==> src/sv/aging_id_table_lru_evict_macros.svh <==
// Assertion helpers for the aging id table.
`ifndef AGING_ID_TABLE_LRU_EVICT_MACROS_SVH
`define AGING_ID_TABLE_LRU_EVICT_MACROS_SVH

`ifndef ASSERT_OFF
`define AITLE_ASSERT(lbl, prop, msg) \
  lbl: assert property (@(posedge clk) disable iff (rst) prop) else $error(msg);
`define AITLE_ASSERT_NEXT(lbl, pre, post, msg) \
  lbl: assert property (@(posedge clk) disable iff (rst) pre |=> post) else $error(msg);
`else
`define AITLE_ASSERT(lbl, prop, msg)
`define AITLE_ASSERT_NEXT(lbl, pre, post, msg)
`endif

`endif

==> src/sv/aitle_pkg.sv <==
package aitle_pkg;

  localparam int ENTRIES = 16;
  localparam int IDX_W   = $clog2(ENTRIES);
  localparam int SLOT_W  = 4;
  localparam int ID_W    = 16;
  localparam int TIME_W  = 32;
  localparam int WORD_W  = 32;
  localparam int LIMIT_W = 31;
  localparam int MC_W    = 5;
  localparam int CMD_W   = 3;

  localparam logic [LIMIT_W-1:0] LIMIT_RESET = LIMIT_W'(5000);
  localparam logic [MC_W-1:0]    MAX_RESULTS = MC_W'(16);

  typedef enum logic [CMD_W-1:0] {
    CMD_PUT    = 3'd0,
    CMD_GET    = 3'd1,
    CMD_REMOVE = 3'd2,
    CMD_CLEAR  = 3'd3,
    CMD_SNAP   = 3'd4
  } cmd_t;

  typedef enum logic [1:0] {
    ST_IDLE,
    ST_SCAN,
    ST_PUT_WR,
    ST_RESP
  } state_t;

  typedef struct packed {
    logic [ID_W-1:0]   id;
    logic [TIME_W-1:0] stamp;
    logic [WORD_W-1:0] px;
    logic [WORD_W-1:0] py;
    logic [WORD_W-1:0] pz;
    logic [WORD_W-1:0] rng;
  } row_t;

  localparam int ROW_W = $bits(row_t);

  typedef struct packed {
    logic              ok;
    logic [SLOT_W-1:0] slot;
    logic [ID_W-1:0]   evicted;
    logic [ID_W-1:0]   entry_id;
    logic [WORD_W-1:0] x;
    logic [WORD_W-1:0] y;
    logic [WORD_W-1:0] z;
    logic [WORD_W-1:0] rng;
    logic              last;
  } res_t;

  typedef struct packed {
    logic [2:0]        pad;
    logic [MC_W-1:0]   max_count;
    logic [WORD_W-1:0] voice_range;
    logic [WORD_W-1:0] pos_z;
    logic [WORD_W-1:0] pos_y;
    logic [WORD_W-1:0] pos_x;
    logic [TIME_W-1:0] now_ms;
    logic [ID_W-1:0]   client_id;
  } in_data_t;

  typedef struct packed {
    logic [3:0]        pad;
    logic [WORD_W-1:0] out_range;
    logic [WORD_W-1:0] out_z;
    logic [WORD_W-1:0] out_y;
    logic [WORD_W-1:0] out_x;
    logic [ID_W-1:0]   entry_id;
    logic [ID_W-1:0]   evicted_id;
    logic [SLOT_W-1:0] slot_index;
  } out_data_t;

  typedef struct packed {
    logic              match;
    logic              fresh;
    logic              older;
    logic [TIME_W-1:0] age;
  } eval_t;

  function automatic logic [SLOT_W-1:0] slot_field(input logic [IDX_W-1:0] idx);
    logic [IDX_W+SLOT_W-1:0] t;
    t = {{SLOT_W{1'b0}}, idx};
    return t[SLOT_W-1:0];
  endfunction

  function automatic res_t miss_res(input logic ok);
    res_t r;
    r      = '0;
    r.ok   = ok;
    r.last = 1'b1;
    return r;
  endfunction

endpackage

==> src/sv/aitle_ram.sv <==
module aitle_ram #(
  parameter int WIDTH = 8,
  parameter int DEPTH = 16
) (
  input  logic                     clk,
  input  logic                     we,
  input  logic [$clog2(DEPTH)-1:0] waddr,
  input  logic [WIDTH-1:0]         wdata,
  input  logic                     re,
  input  logic [$clog2(DEPTH)-1:0] raddr,
  output logic [WIDTH-1:0]         rdata
);

  logic [WIDTH-1:0] mem [DEPTH];

  always_ff @(posedge clk) begin
    if (we) begin
      mem[waddr] <= wdata;
    end
    if (re) begin
      rdata <= mem[raddr];
    end
  end

endmodule

==> src/sv/aitle_age_unit.sv <==
module aitle_age_unit
  import aitle_pkg::*;
(
  input  row_t               row,
  input  logic               valid,
  input  logic [ID_W-1:0]    key,
  input  logic [TIME_W-1:0]  now,
  input  logic [LIMIT_W-1:0] limit,
  input  logic [TIME_W-1:0]  best_age,
  output eval_t              ev
);

  logic [TIME_W-1:0] age;

  assign age      = now - row.stamp;
  assign ev.age   = age;
  assign ev.match = valid && (row.id == key);
  assign ev.fresh = valid && (age <= {1'b0, limit});
  assign ev.older = age > best_age;

endmodule

==> src/sv/aging_id_table_lru_evict.sv <==
// Put, get and remove end their scan early at a match; clear and rejected commands
// skip the scan. A new command is accepted only after the last one has passed its result to the output register.
// One RAM read per cycle, unless a snapshot stall holds the scan, feeds the shared
// age/compare unit. Snapshot results before the last go out during the scan and
// stall it while the output is held.
// Reset clears all valid bits and sets the stale limit to 5000; no clearing pass.
`include "aging_id_table_lru_evict_macros.svh"

module aging_id_table_lru_evict
  import aitle_pkg::*;
(
  input  logic               clk,
  input  logic               rst,
  input  logic               cfg_we,
  input  logic [LIMIT_W-1:0] cfg_wdata,
  input  logic               s_tvalid,
  output logic               s_tready,
  input  logic [183:0]       s_tdata,  // client_id, now_ms, pos_x, pos_y, pos_z,
                                       // voice_range, max_count, zero pad
  input  logic [CMD_W-1:0]   s_tuser,  // cmd
  output logic               m_tvalid,
  input  logic               m_tready,
  output logic [167:0]       m_tdata,  // slot_index, evicted_id, entry_id, out_x,
                                       // out_y, out_z, out_range, zero pad
  output logic               m_tuser,  // ok
  output logic               m_tlast   // last
);

  state_t state, state_next;

  logic [LIMIT_W-1:0] limit;
  logic [ENTRIES-1:0] slot_valid, slot_valid_next;

  cmd_t              cmd_r, cmd_r_next;
  logic [ID_W-1:0]   id_r, id_r_next;
  logic [TIME_W-1:0] now_r, now_r_next;
  logic [WORD_W-1:0] px_r, px_r_next, py_r, py_r_next, pz_r, pz_r_next, rng_r, rng_r_next;
  logic [MC_W-1:0]   maxc_r, maxc_r_next;

  logic [IDX_W:0]    rd_idx, rd_idx_next;
  logic              ev_vld, ev_vld_next;
  logic [IDX_W-1:0]  ev_idx, ev_idx_next;
  logic [MC_W-1:0]   cnt, cnt_next;

  logic              match_found, match_found_next;
  logic [IDX_W-1:0]  match_idx, match_idx_next;
  logic              spare_found, spare_found_next;
  logic [IDX_W-1:0]  spare_idx, spare_idx_next;
  logic [ID_W-1:0]   spare_ev, spare_ev_next;
  logic [IDX_W-1:0]  best_idx, best_idx_next;
  logic [TIME_W-1:0] best_age, best_age_next;
  logic [ID_W-1:0]   best_key, best_key_next;

  res_t res, res_next;
  logic res_vld, res_vld_next;
  res_t out_r, out_r_next;
  logic m_tvalid_next;

  in_data_t  in_d;
  out_data_t out_d;
  cmd_t      in_cmd;
  logic [MC_W-1:0] in_maxc;

  logic            ram_we, ram_re;
  logic [IDX_W-1:0] ram_waddr;
  row_t            ram_wrow, row;
  logic [ROW_W-1:0] ram_rdata;

  eval_t ev;
  logic  vld_ev, ev_last, out_free, snap_emit, step, scan_done, reached;
  logic  accept;
  logic [IDX_W-1:0] put_sel;
  logic [ID_W-1:0]  put_ev;
  res_t hit;

  assign in_d     = in_data_t'(s_tdata);
  assign in_cmd   = cmd_t'(s_tuser);
  assign in_maxc  = (in_d.max_count > MAX_RESULTS) ? MAX_RESULTS : in_d.max_count;
  assign s_tready = (state == ST_IDLE);
  assign accept   = s_tvalid && s_tready;

  assign row      = row_t'(ram_rdata);
  assign vld_ev   = slot_valid[ev_idx];
  assign ev_last  = ev_idx == IDX_W'(ENTRIES - 1);
  assign out_free = !m_tvalid || m_tready;
  assign reached  = (cnt + MC_W'(1)) == maxc_r;

  assign snap_emit = (state == ST_SCAN) && ev_vld && (cmd_r == CMD_SNAP) && ev.fresh && res_vld;
  assign step      = !(snap_emit && !out_free);

  assign put_sel = match_found ? match_idx : (spare_found ? spare_idx : best_idx);
  assign put_ev  = match_found ? '0 : (spare_found ? spare_ev : best_key);

  aitle_ram #(
    .WIDTH(ROW_W),
    .DEPTH(ENTRIES)
  ) u_ram (
    .clk  (clk),
    .we   (ram_we),
    .waddr(ram_waddr),
    .wdata(ram_wrow),
    .re   (ram_re),
    .raddr(rd_idx[IDX_W-1:0]),
    .rdata(ram_rdata)
  );

  aitle_age_unit u_age (
    .row     (row),
    .valid   (vld_ev),
    .key     (id_r),
    .now     (now_r),
    .limit   (limit),
    .best_age(best_age),
    .ev      (ev)
  );

  always_comb begin
    hit          = '0;
    hit.ok       = 1'b1;
    hit.slot     = slot_field(ev_idx);
    hit.entry_id = row.id;
    hit.x        = row.px;
    hit.y        = row.py;
    hit.z        = row.pz;
    hit.rng      = row.rng;
    hit.last     = 1'b1;
  end

  always_comb begin
    scan_done = 1'b0;
    if (ev_vld && step) begin
      case (cmd_r)
        CMD_PUT, CMD_GET, CMD_REMOVE: scan_done = ev.match || ev_last;
        CMD_SNAP:                     scan_done = (ev.fresh && reached) || ev_last;
        default:                      scan_done = 1'b1;
      endcase
    end
  end

  // next state
  always_comb begin
    state_next = state;
    case (state)
      ST_IDLE: begin
        if (accept) begin
          case (in_cmd)
            CMD_PUT:    state_next = (in_d.client_id == '0) ? ST_RESP : ST_SCAN;
            CMD_GET:    state_next = (in_d.client_id == '0) ? ST_RESP : ST_SCAN;
            CMD_REMOVE: state_next = ST_SCAN;
            CMD_SNAP:   state_next = (in_maxc == '0) ? ST_RESP : ST_SCAN;
            default:    state_next = ST_RESP;
          endcase
        end
      end
      ST_SCAN: begin
        if (scan_done) begin
          state_next = (cmd_r == CMD_PUT) ? ST_PUT_WR : ST_RESP;
        end
      end
      ST_PUT_WR: state_next = ST_RESP;
      ST_RESP: begin
        if (out_free) begin
          state_next = ST_IDLE;
        end
      end
      default: state_next = ST_IDLE;
    endcase
  end

  // datapath and outputs
  always_comb begin
    slot_valid_next  = slot_valid;
    cmd_r_next       = cmd_r;
    id_r_next        = id_r;
    now_r_next       = now_r;
    px_r_next        = px_r;
    py_r_next        = py_r;
    pz_r_next        = pz_r;
    rng_r_next       = rng_r;
    maxc_r_next      = maxc_r;
    rd_idx_next      = rd_idx;
    ev_vld_next      = ev_vld;
    ev_idx_next      = ev_idx;
    cnt_next         = cnt;
    match_found_next = match_found;
    match_idx_next   = match_idx;
    spare_found_next = spare_found;
    spare_idx_next   = spare_idx;
    spare_ev_next    = spare_ev;
    best_idx_next    = best_idx;
    best_age_next    = best_age;
    best_key_next    = best_key;
    res_next         = res;
    res_vld_next     = res_vld;
    out_r_next       = out_r;
    m_tvalid_next    = m_tvalid && !m_tready;
    ram_we           = 1'b0;
    ram_re           = 1'b0;
    ram_waddr        = put_sel;
    ram_wrow         = '{id: id_r, stamp: now_r, px: px_r, py: py_r, pz: pz_r, rng: rng_r};

    case (state)
      ST_IDLE: begin
        if (accept) begin
          cmd_r_next       = in_cmd;
          id_r_next        = in_d.client_id;
          now_r_next       = in_d.now_ms;
          px_r_next        = in_d.pos_x;
          py_r_next        = in_d.pos_y;
          pz_r_next        = in_d.pos_z;
          rng_r_next       = in_d.voice_range;
          maxc_r_next      = in_maxc;
          rd_idx_next      = '0;
          ev_vld_next      = 1'b0;
          cnt_next         = '0;
          match_found_next = 1'b0;
          spare_found_next = 1'b0;
          res_vld_next     = 1'b0;
          res_next         = miss_res(in_cmd == CMD_CLEAR);
          if (in_cmd == CMD_CLEAR) begin
            slot_valid_next = '0;
          end
        end
      end
      ST_SCAN: begin
        if (step) begin
          if (rd_idx < (IDX_W + 1)'(ENTRIES)) begin
            ram_re      = 1'b1;
            rd_idx_next = rd_idx + (IDX_W + 1)'(1);
            ev_vld_next = 1'b1;
            ev_idx_next = rd_idx[IDX_W-1:0];
          end else begin
            ev_vld_next = 1'b0;
          end
          if (ev_vld) begin
            case (cmd_r)
              CMD_PUT: begin
                if (ev.match) begin
                  match_found_next = 1'b1;
                  match_idx_next   = ev_idx;
                end else begin
                  if (!spare_found && !ev.fresh) begin
                    spare_found_next = 1'b1;
                    spare_idx_next   = ev_idx;
                    spare_ev_next    = vld_ev ? row.id : '0;
                  end
                  if (ev_idx == '0 || ev.older) begin
                    best_idx_next = ev_idx;
                    best_age_next = ev.age;
                    best_key_next = row.id;
                  end
                end
              end
              CMD_GET: begin
                if (ev.match) begin
                  if (ev.fresh) begin
                    res_next = hit;
                  end else begin
                    slot_valid_next[ev_idx] = 1'b0;
                  end
                end
              end
              CMD_REMOVE: begin
                if (ev.match) begin
                  slot_valid_next[ev_idx] = 1'b0;
                  res_next                = hit;
                end
              end
              CMD_SNAP: begin
                if (vld_ev && !ev.fresh) begin
                  slot_valid_next[ev_idx] = 1'b0;
                end
                if (ev.fresh) begin
                  if (res_vld) begin
                    out_r_next    = res;
                    m_tvalid_next = 1'b1;
                  end
                  cnt_next      = cnt + MC_W'(1);
                  res_vld_next  = 1'b1;
                  res_next      = hit;
                  res_next.last = reached || ev_last;
                end else if (ev_last && res_vld) begin
                  res_next.last = 1'b1;
                end
              end
              default: ;
            endcase
          end
        end
      end
      ST_PUT_WR: begin
        ram_we                   = 1'b1;
        slot_valid_next[put_sel] = 1'b1;
        res_next                 = '{ok: 1'b1, slot: slot_field(put_sel), evicted: put_ev,
                                     entry_id: id_r, x: px_r, y: py_r, z: pz_r, rng: rng_r,
                                     last: 1'b1};
      end
      ST_RESP: begin
        if (out_free) begin
          out_r_next    = res;
          m_tvalid_next = 1'b1;
        end
      end
      default: ;
    endcase
  end

  always_ff @(posedge clk) begin
    if (rst) begin
      state       <= ST_IDLE;
      limit       <= LIMIT_RESET;
      slot_valid  <= '0;
      cmd_r       <= CMD_PUT;
      maxc_r      <= '0;
      rd_idx      <= '0;
      ev_vld      <= 1'b0;
      ev_idx      <= '0;
      cnt         <= '0;
      match_found <= 1'b0;
      spare_found <= 1'b0;
      res_vld     <= 1'b0;
      m_tvalid    <= 1'b0;
    end else begin
      state       <= state_next;
      if (cfg_we) begin
        limit <= cfg_wdata;
      end
      slot_valid  <= slot_valid_next;
      cmd_r       <= cmd_r_next;
      maxc_r      <= maxc_r_next;
      rd_idx      <= rd_idx_next;
      ev_vld      <= ev_vld_next;
      ev_idx      <= ev_idx_next;
      cnt         <= cnt_next;
      match_found <= match_found_next;
      spare_found <= spare_found_next;
      res_vld     <= res_vld_next;
      m_tvalid    <= m_tvalid_next;
    end
  end

  always_ff @(posedge clk) begin
    id_r      <= id_r_next;
    now_r     <= now_r_next;
    px_r      <= px_r_next;
    py_r      <= py_r_next;
    pz_r      <= pz_r_next;
    rng_r     <= rng_r_next;
    match_idx <= match_idx_next;
    spare_idx <= spare_idx_next;
    spare_ev  <= spare_ev_next;
    best_idx  <= best_idx_next;
    best_age  <= best_age_next;
    best_key  <= best_key_next;
    res       <= res_next;
    out_r     <= out_r_next;
  end

  always_comb begin
    out_d            = '0;
    out_d.slot_index = out_r.slot;
    out_d.evicted_id = out_r.evicted;
    out_d.entry_id   = out_r.entry_id;
    out_d.out_x      = out_r.x;
    out_d.out_y      = out_r.y;
    out_d.out_z      = out_r.z;
    out_d.out_range  = out_r.rng;
  end

  assign m_tdata = out_d;
  assign m_tuser = out_r.ok;
  assign m_tlast = out_r.last;

  `AITLE_ASSERT_NEXT(a_busy_after_accept, s_tvalid && s_tready, !s_tready, "input taken while busy")
  `AITLE_ASSERT(a_mid_only_snap, m_tvalid && !m_tlast |-> cmd_r == CMD_SNAP, "non-final result outside snapshot")
  `AITLE_ASSERT(a_cnt_bound, cnt <= maxc_r, "snapshot count past limit")
  `AITLE_ASSERT_NEXT(a_stall_hold, state == ST_SCAN && !step, $stable(ev_idx) && $stable(rd_idx), "scan moved while stalled")

endmodule

==> config.mk <==
export PLATFORM = sky130hd
export DESIGN_NAME = aging_id_table_lru_evict
export DESIGN_NICKNAME = d
export VERILOG_FILES = /design/src/sv/aitle_pkg.sv /design/src/sv/aitle_ram.sv /design/src/sv/aitle_age_unit.sv /design/src/sv/aging_id_table_lru_evict.sv
export VERILOG_INCLUDE_DIRS = /design/src /design/src/sv
export SDC_FILE = /design/constraint.sdc
export NUM_CORES = 2
export LEC_CHECK = 0
export CAP_MARGIN = 20
export CORE_UTILIZATION = 45
export DETAILED_ROUTE_END_ITERATION = 10
export DONT_BUFFER_PORTS = 1
export PLACE_DENSITY_LB_ADDON = 0.25
export SYNTH_ARGS = -nofsm -noshare
export SYNTH_HDL_FRONTEND = slang
export SYNTH_SLANG_ARGS = --single-unit
export TNS_END_PERCENT = 30
==> constraint.sdc <==
create_clock -name clk -period 39.6 [get_ports clk]
set_input_delay 11.88 -clock clk [delete_from_list [all_inputs] [get_ports clk]]
set_output_delay 11.88 -clock clk [all_outputs]
set_load 0.005 [all_outputs]
==> impl_metrics.json <==
{
  "cts-root-buf": "clkbuf_16",
  "avgSynthCellArea_sq_um": 23.3,
  "worst_ep_required_time_ns": 40.12,
  "ys_warn_count": 0,
  "status": "completed",
  "io_pins": 395,
  "dpl_cell_area_sq_um": 143000,
  "track_usage_pct": 20.7,
  "crit_path_cell_trace": "nor2b_1 -> nand3_1 -> nor2_1 -> o221ai_2 -> nand2_1 -> inv_8 -> buf_4 -> buf_4",
  "p_per_area_nw_per_um2": 62.5,
  "clock_sinks": 3652,
  "finalHoldViolCount": 0,
  "synth_top_flop_cell": "edfxtp_1",
  "die_w_um": 555,
  "cts_buffers": 376,
  "drive_gt1_share_pct": 24.9,
  "grt_overflow": 0,
  "critPathMaxStageDelay_ns": 0.94,
  "irDropWorstVdd_v": 0.0000448,
  "seq_area_sq_um": 109000,
  "yosys.area.top_type_share_pct": 78.2,
  "cp_common_cell": "buf_4",
  "fin_setup_tns_ns": 0,
  "path_max_fanout": 58,
  "ys_seq_elements": 3652,
  "synthArstFlopShare_pct": 0,
  "yosys-top-cells-area": "edfxtp_1, mux4_2, dfxtp_1",
  "p_leak_nw": 47.7,
  "synth_enable_flop_cells": 3576,
  "critPathSlowestCell": "buf_4",
  "critPathKind": "in2reg",
  "dieArea_sq_um": 308000,
  "fin_crit_ns": 14.69,
  "seqPwrFrac_pct": 52.3,
  "cts_tree": "built",
  "postCtsHoldBufs": 0,
  "insertion_delay_ns": 0.95,
  "yosys.area.top_type": "edfxtp_1",
  "grt_pass1_vias": 64139,
  "netSwitchingFraction_pct": 25.1,
  "viasPerCell": 5.95,
  "pwr-share-clk_pct": 36.5,
  "dpl.cell_count": 9722,
  "synth.distinct_cells": 82,
  "fin_area_sq_um": 155000,
  "wl_per_cell_um": 30.8,
  "vias": 62073,
  "worst_ep_arrival_time_ns": 15.21,
  "fp-row-count": 202,
  "multi_input_area_sq_um": 27200,
  "syn_inst": 5890,
  "fmax_mhz": 68.1,
  "intPower_mw": 7.26,
  "finalWeightedCongestion": 0.807,
  "mostFrequentLayoutCell": "edfxtp_1",
  "period_share_pct": 37.1,
  "netlist_area_sq_um": 137000,
  "grt_pass1_wl_um": 459000,
  "tightest_slew_ns": 1.08,
  "finalMaxSlewViolations": 0,
  "postCtsSetupRepairBufs": 0,
  "dr.pass1.iters": 5,
  "finalNetCount": 6447,
  "post-route-util_pct": 51.1,
  "stdcell_count": 10424,
  "p_comb_share_pct": 11.2,
  "maxCapViolCount": 0,
  "grt_max_degree": 102,
  "drc": 0,
  "dpl.hpwl_um": 162000,
  "drt-initial-drc-count": 6456,
  "fp.dieH_um": 555,
  "io_buffer_count": 0,
  "ant_nets": 0,
  "cts_buffer_depth": 4,
  "floorplan.initialDensity_pct": 45.3,
  "slew_headroom_pct": 28.1,
  "routed_wl_um": 321000,
  "core_region_area_sq_um": 303000,
  "htreeDepth": 5,
  "most-common-layout-cells": "edfxtp_1, mux4_2, clkbuf_16, a22o_1",
  "startpoint_type": "input port",
  "area.growth.synth_to_final_pct": 12.9,
  "ys_seq_area_share_pct": 79.3,
  "cp-end-kind": "flip-flop",
  "fill_cells": 23387,
  "rsz0062_at_grt": "false",
  "setup_viol": 0,
  "netSwitchingPower_mw": 2.44,
  "cts.clk_slew.worst_paths_ns": 0.06,
  "cts_resized": 0,
  "finalClockSkew_ns": 0.0679,
  "grt_antenna_before_repair": 75,
  "min_path_type": "reg2reg"
}
==> critical path: cells and delay by family <==
family                 cells  cell delay [ns]
AOI/OAI and AO/OA          1             0.17
buffers and inverters      3             2.27
and+or+nand+nor            4             0.69
==> stage by stage <==
step	setup WS, ns	hold WS [ns]	power (mW)
floorplan	18.18	0.400	5.81
global placement	23.99	0.406	6.22
detailed placement	23.99	0.405	6.25
CTS	24.98	0.404	9.78
global route	24.78	0.423	10.0
finish	24.91	0.410	9.69
==> flip-flops by register name, summed over array words and instances (netlist names), 32 cells and up <==
register / count
px_r: 32
u_ram.mem: 2816
rng_r: 32
m_tdata: 164
py_r: 32
now_r: 32
best_age: 32
pz_r: 32
res: 166
u_ram.rdata: 176
==> layer usage <==
| layer | GRT usage (%) | vias up | wire length [um] |
|---|---|---|---|
| li1 | - | 25519 | - |
| met1 | 30.2 | 33680 | 140000 |
| met2 | 32.4 | 2292 | 150000 |
| met3 | 3.86 | 542 | 23100 |
| met4 | 5.27 | 40 | 7570 |
| met5 | 0 | - | 266 |
==> cell type report <==
cell class / instances / area share (%)
multi-input combinational: 1857 / 17.5
timing repair buffer: 125 / 0.747
clock inverter: 234 / 1.65
sequential: 3652 / 70.2
tap: 3978 / 3.21
antenna: 17 / 0.0274
inverter: 111 / 0.278
clock buffer: 450 / 6.34
==> cell usage after synthesis (5+ instances only) <==
master     instances
a211oi_1          14
a211oi_2          11
a21o_1            19
a21oi_1           72
a22o_1           144
a31oi_1           26
and2_1            22
and3_1             6
buf_1             81
buf_2              6
clkbuf_1         180
dfxtp_1           76
edfxtp_1        3576
ha_1             100
inv_1            109
mux2i_1           50
mux4_2           880
nand2_1           80
nand2b_1          14
nand3_1           25
nand3b_1           8
nand4_1           23
nor2_1           109
nor2b_1           12
nor3_1            19
nor4_1            13
o2111ai_1          5
o211ai_1          11
o21a_1             9
o21ai_0           46
or2_2              9
xnor2_1           23
xor2_1            28
==> power groups by stage <==
stage | clock (mW) | sequential, mW | combinational (mW)
after floorplan | 0 | 5.06 | 0.749
after global placement | 0 | 5.12 | 1.09
after detailed placement | 0 | 5.15 | 1.10
after CTS | 3.61 | 5.07 | 1.10
after global routing | 3.74 | 5.11 | 1.18
final | 3.54 | 5.07 | 1.09
==> cell families after synthesis <==
logic type                 Yosys count  synth area share, %
buffers and inverters              384                 1.08
other                                1              0.00273
adders and majority gates          101                0.925
AOI/OAI and AO/OA                  403                 2.21
and+or+nand+nor                    359                 1.29
DFF                               3652                 79.3
muxes                              939                 14.9
xor gates and xnor gates            51                0.325
==> final timing paths <==
path	start	end	slack, ns	cells past startpoint
min reg2reg	res[115]	m_tdata[54]	0.41	0
max	m_tready	u_ram.rdata[131]	24.91	8
min	res[115]	m_tdata[54]	0.41	0
max reg2reg	now_r[7]	u_ram.rdata[131]	30.36	20
Note: power is estimated with default switching activity, not from simulation.
